## src/rtl/ktst_pkg.sv

```systemverilog
package ktst_pkg;

   // width of a stored key
   localparam int unsigned KEY_W = 32;

   // action codes
   localparam logic ACT_QUERY  = 1'b0;
   localparam logic ACT_TOGGLE = 1'b1;

   typedef struct packed {
      logic             action;
      logic [KEY_W-1:0] key;
      logic             expanded;
   } req_type;

   typedef struct packed {
      logic absent;
      logic overflow;
   } rsp_type;

   // commands from controller to datapath
   typedef struct packed {
      logic capture;     // latch request
      logic scan_init;   // pointer to slot zero
      logic scan_run;    // upward scan, one read per cycle
      logic trim_run;    // downward scan over trailing holes
      logic wr_pos;      // write at found slot
      logic wr_zero;     // write data is zero instead of key
      logic wr_top;      // append key at top
      logic top_to_pos;  // top drops to found slot
      logic finish;      // issue result beat
      logic absent;
      logic overflow;
   } ctl_type;

   // status from datapath to controller
   typedef struct packed {
      logic action;
      logic expanded;
      logic hit;
      logic miss;
      logic full;
      logic pos_last;
      logic pos_zero;
      logic trim_done;
   } sts_type;

endpackage

```

## src/rtl/ktst_ctrl.sv

```systemverilog
module ktst_ctrl (
   input  logic              clock,
   input  logic              reset,
   input  logic              start,
   output logic              busy,
   input  ktst_pkg::sts_type sts,
   output ktst_pkg::ctl_type ctl
);

   typedef enum logic [4:0] {
      ST_IDLE   = 5'b00001,
      ST_SCAN   = 5'b00010,
      ST_WR_POS = 5'b00100,
      ST_WR_TOP = 5'b01000,
      ST_TRIM   = 5'b10000
   } state_type;

   state_type state_ff;
   state_type state_in;

   always_ff @(posedge clock) begin
      if (reset) begin
         state_ff <= ST_IDLE;
      end else begin
         state_ff <= state_in;
      end
   end

   assign busy = (state_ff != ST_IDLE);

   always_comb begin
      state_in = state_ff;
      ctl      = '0;
      unique case (state_ff)
         ST_IDLE: begin
            if (start) begin
               ctl.capture   = 1'b1;
               ctl.scan_init = 1'b1;
               state_in      = ST_SCAN;
            end
         end
         ST_SCAN: begin
            ctl.scan_run = 1'b1;
            if (sts.action == ktst_pkg::ACT_QUERY) begin
               if (sts.hit || sts.miss) begin
                  ctl.finish = 1'b1;
                  ctl.absent = !sts.hit;
                  state_in   = ST_IDLE;
               end
            end else if (sts.hit) begin
               state_in = ST_WR_POS;
            end else if (sts.miss) begin
               if (sts.expanded) begin
                  ctl.finish = 1'b1;
                  state_in   = ST_IDLE;
               end else if (sts.full) begin
                  ctl.finish   = 1'b1;
                  ctl.overflow = 1'b1;
                  state_in     = ST_IDLE;
               end else begin
                  state_in = ST_WR_TOP;
               end
            end
         end
         ST_WR_POS: begin
            ctl.wr_pos  = 1'b1;
            ctl.wr_zero = sts.expanded;
            if (sts.expanded && sts.pos_last) begin
               ctl.top_to_pos = 1'b1;
               if (sts.pos_zero) begin
                  ctl.finish = 1'b1;
                  state_in   = ST_IDLE;
               end else begin
                  state_in = ST_TRIM;
               end
            end else begin
               ctl.finish = 1'b1;
               state_in   = ST_IDLE;
            end
         end
         ST_WR_TOP: begin
            ctl.wr_top = 1'b1;
            ctl.finish = 1'b1;
            state_in   = ST_IDLE;
         end
         ST_TRIM: begin
            ctl.trim_run = 1'b1;
            if (sts.trim_done) begin
               ctl.finish = 1'b1;
               state_in   = ST_IDLE;
            end
         end
         default: begin
            state_in = ST_IDLE;
         end
      endcase
   end

endmodule

```

## config.mk

```make
export PLATFORM = sky130hd
export DESIGN_NAME = ktst_ctrl
export DESIGN_NICKNAME = d
export VERILOG_FILES = /design/src/rtl/ktst_pkg.sv /design/src/rtl/ktst_ctrl.sv
export SDC_FILE = /design/constraint.sdc
export NUM_CORES = 1
export LEC_CHECK = 0
export BUFFER_PORTS_ARGS = -buffer_cell sky130_fd_sc_hd__buf_4
export CORE_AREA = 2 2 39 41
export DETAILED_ROUTE_END_ITERATION = 6
export DIE_AREA = 0 0 41 43
export GPL_ROUTABILITY_DRIVEN = 0
export PLACE_DENSITY = 0.58
export SLEW_MARGIN = 0
export SYNTH_ARGS = -nofsm -noshare
export SYNTH_HDL_FRONTEND = slang
export SYNTH_SLANG_ARGS = --single-unit
```

## constraint.sdc

```tcl
create_clock -name clock -period 2.3 [get_ports clock]
set_clock_uncertainty 0.05 [all_clocks]
set_input_delay 0.115 -clock clock [delete_from_list [all_inputs] [get_ports clock]]
set_output_delay 0.115 -clock clock [all_outputs]
set_load 0.02 [all_outputs]
```

==> impl_metrics.env <==
export IMPL_final_cell_mix="22 x buf_4, 5 x dfxtp_1, 4 x nor4_1"
export IMPL_num_antenna_cells=0
export IMPL_grt_pass1_wl_um=1700
export IMPL_synth_area_leader_cell="dfxtp_1"
export IMPL_final_common_cell="buf_4"
export IMPL_start_util_pct=30.7
export IMPL_clock_latency_ps=240
export IMPL_slew_viol_final=0
export IMPL_die_width_um=41
export IMPL_path_clk_slew_ps=40
export IMPL_cp_arrival_ps=1710
export IMPL_largest_register_ffs=5
export IMPL_drc=0
export IMPL_routedWlPerCell_um=11.3
export IMPL_area_delta_synth_final_pct=48.1
export IMPL_outcome="complete, no violations"
export IMPL_grt_max_degree=8
export IMPL_firstDrtPassIters=2
export IMPL_regArea_um2=100
export IMPL_yosys_area_top_type_share_pct=23.6
export IMPL_drive_above_1_share_pct=47.4
export IMPL_grt_usage_pct=14.1
export IMPL_tightest_slew_ps=502
export IMPL_cts_root_buf="clkbuf_4"
export IMPL_ys_ff_latch=5
export IMPL_ctsHoldBuffers=0
export IMPL_critPathMaxFanout=5
export IMPL_vias=502
export IMPL_synth_area_leaders="dfxtp_1 24%, nor4_1 5.9%, or2_4 4.1%"
export IMPL_rsz0062_at_grt="no"
export IMPL_dieHeight_um=43
export IMPL_die_area_um2=1760
export IMPL_max_freq_mhz=533
export IMPL_drt_iter0_drc=3
export IMPL_rrSetupSlack_ps=550
export IMPL_fp_row_count=14
export IMPL_drt_wl_total_um=1040
export IMPL_synthCells=51
export IMPL_cts_buffers_inserted=3
export IMPL_cts_resized=0
export IMPL_synth_edf_count=0
export IMPL_ir_drop_v=0.000296
export IMPL_antenna_found_initial=0
export IMPL_io_buffers=22
export IMPL_relSlewSlack_pct=66.2
export IMPL_fin_crit_ps=1880
export IMPL_synthDistinctLibCells=31
export IMPL_finalCritPeriodShare_pct=81.6
export IMPL_hold_viol=0
export IMPL_nNetsFinal=88
export IMPL_async_flop_share_pct=0
export IMPL_via_per_inst=5.46
export IMPL_cts_sinks=5
export IMPL_cts_setup_buffers=0
export IMPL_finalSetupTns_ps=0
export IMPL_power_density_nw_per_um2=762
export IMPL_synth_seq_area_share_pct=23.6
export IMPL_grt_overflow=0
export IMPL_fp_coreArea_um2=1380
export IMPL_cpMaxStageDelayCell="or3_2"
export IMPL_p_leak_nw=0.286
export IMPL_grt_pass1_vias=409
export IMPL_drv_cap=0
export IMPL_synthesis_area_um2=424
export IMPL_ys_flop_type="dfxtp_1"
export IMPL_multi_input_area_um2=305
export IMPL_top_regs="state_ff (5)"
export IMPL_yosys_warnings=0
export IMPL_synth_area_per_cell_um2=8.32
export IMPL_ios=23
export IMPL_critPathLaunchType="register"
export IMPL_cts_tree="built"
export IMPL_end_kind="output port"
export IMPL_place_hpwl_um=876
export IMPL_clk_path_buf_depth=2
export IMPL_syn_num_nets=62
export IMPL_reg2reg_from="state_ff[1]"
export IMPL_preCtsSetupSlack_ps=549
export IMPL_setup_viol=0
export IMPL_layout_setup_ws_ps=424
export IMPL_hp_class="primary input to register"
export IMPL_fillers=145
export IMPL_max_stage_delay_ps=520
export IMPL_htreeDepth=1
export IMPL_critPathRequiredTime_ps=2130
export IMPL_setup_worst_path_class="register to output port"
export IMPL_postRouteAntennaNets=0
export IMPL_hold_start="reset"
export IMPL_cp_cell_sequence="or3_2, nor3b_1, a221oi_1, nand2_1, buf_4"
export IMPL_regMostFlops="state_ff"
export IMPL_crit_start="state_ff[1]"
## per-stage QoR
stage                     total power [mW]  util (%)  cell area, um^2  hold WS [ps]  std cells
after floorplan                      0.298         -              424           132         51
after global placement               0.382      43.5              602           281         88
after detailed placement             0.382      43.5              602           283         88
after CTS                            0.484      45.4              628          30.0         92
after global routing                 0.518      45.4              628          23.0         92
final                                0.479      45.4              628          34.5         92
## cells by family after synthesis
family / synth area share [%]
AOI/OAI and AO/OA: 13.0
buffers and inverters: 4.43
DFF: 23.6
and+or+nand+nor: 59.0
## cells in the mapped netlist, types with 2 or more instances
cell type / n
nor3_1: 3
nor3b_1: 2
dfxtp_1: 5
or2_4: 2
nand3b_1: 2
nor4_1: 4
nand2_1: 3
and3_1: 2
inv_1: 3
nor2_1: 3
and2_1: 2
## final timing paths
kind / end / cells after the start
setup / recovery: ctl[2] / 5
hold / removal: state_ff[3] / 2
setup reg to reg: state_ff[3] / 4
hold reg to reg: state_ff[0] / 3
## critical path, delay by kind of cell (launching register included)
kind | cells | cell delay [ps]
AOI/OAI and AO/OA | 1 | 130
buffers and inverters | 1 | 130
DFF | 1 | 330
and+or+nand+nor | 3 | 860
## area by class of cell
class	count	area share, %
flip-flops and latches	5	15.9
repair buffers	22	26.3
multi-input cells	42	48.6
clock buffers	4	4.18
well taps	16	3.19
inverters	3	1.79
## metal layers
layer  part of all wire [%]  track usage, %  wire length (um)
met1                     44            19.6               457
met2                     47            20.0               488
met3                    7.3            3.14                76
met4                    1.5            6.00                16
met5                      0               0                 0
## power by group
part	switching, mW	total (mW)	internal (mW)
Combinational	0.130	0.251	0.121
Clock	0.0347	0.100	0.0655
Sequential	0.0236	0.128	0.104
Power figures use the tool's default switching activity.
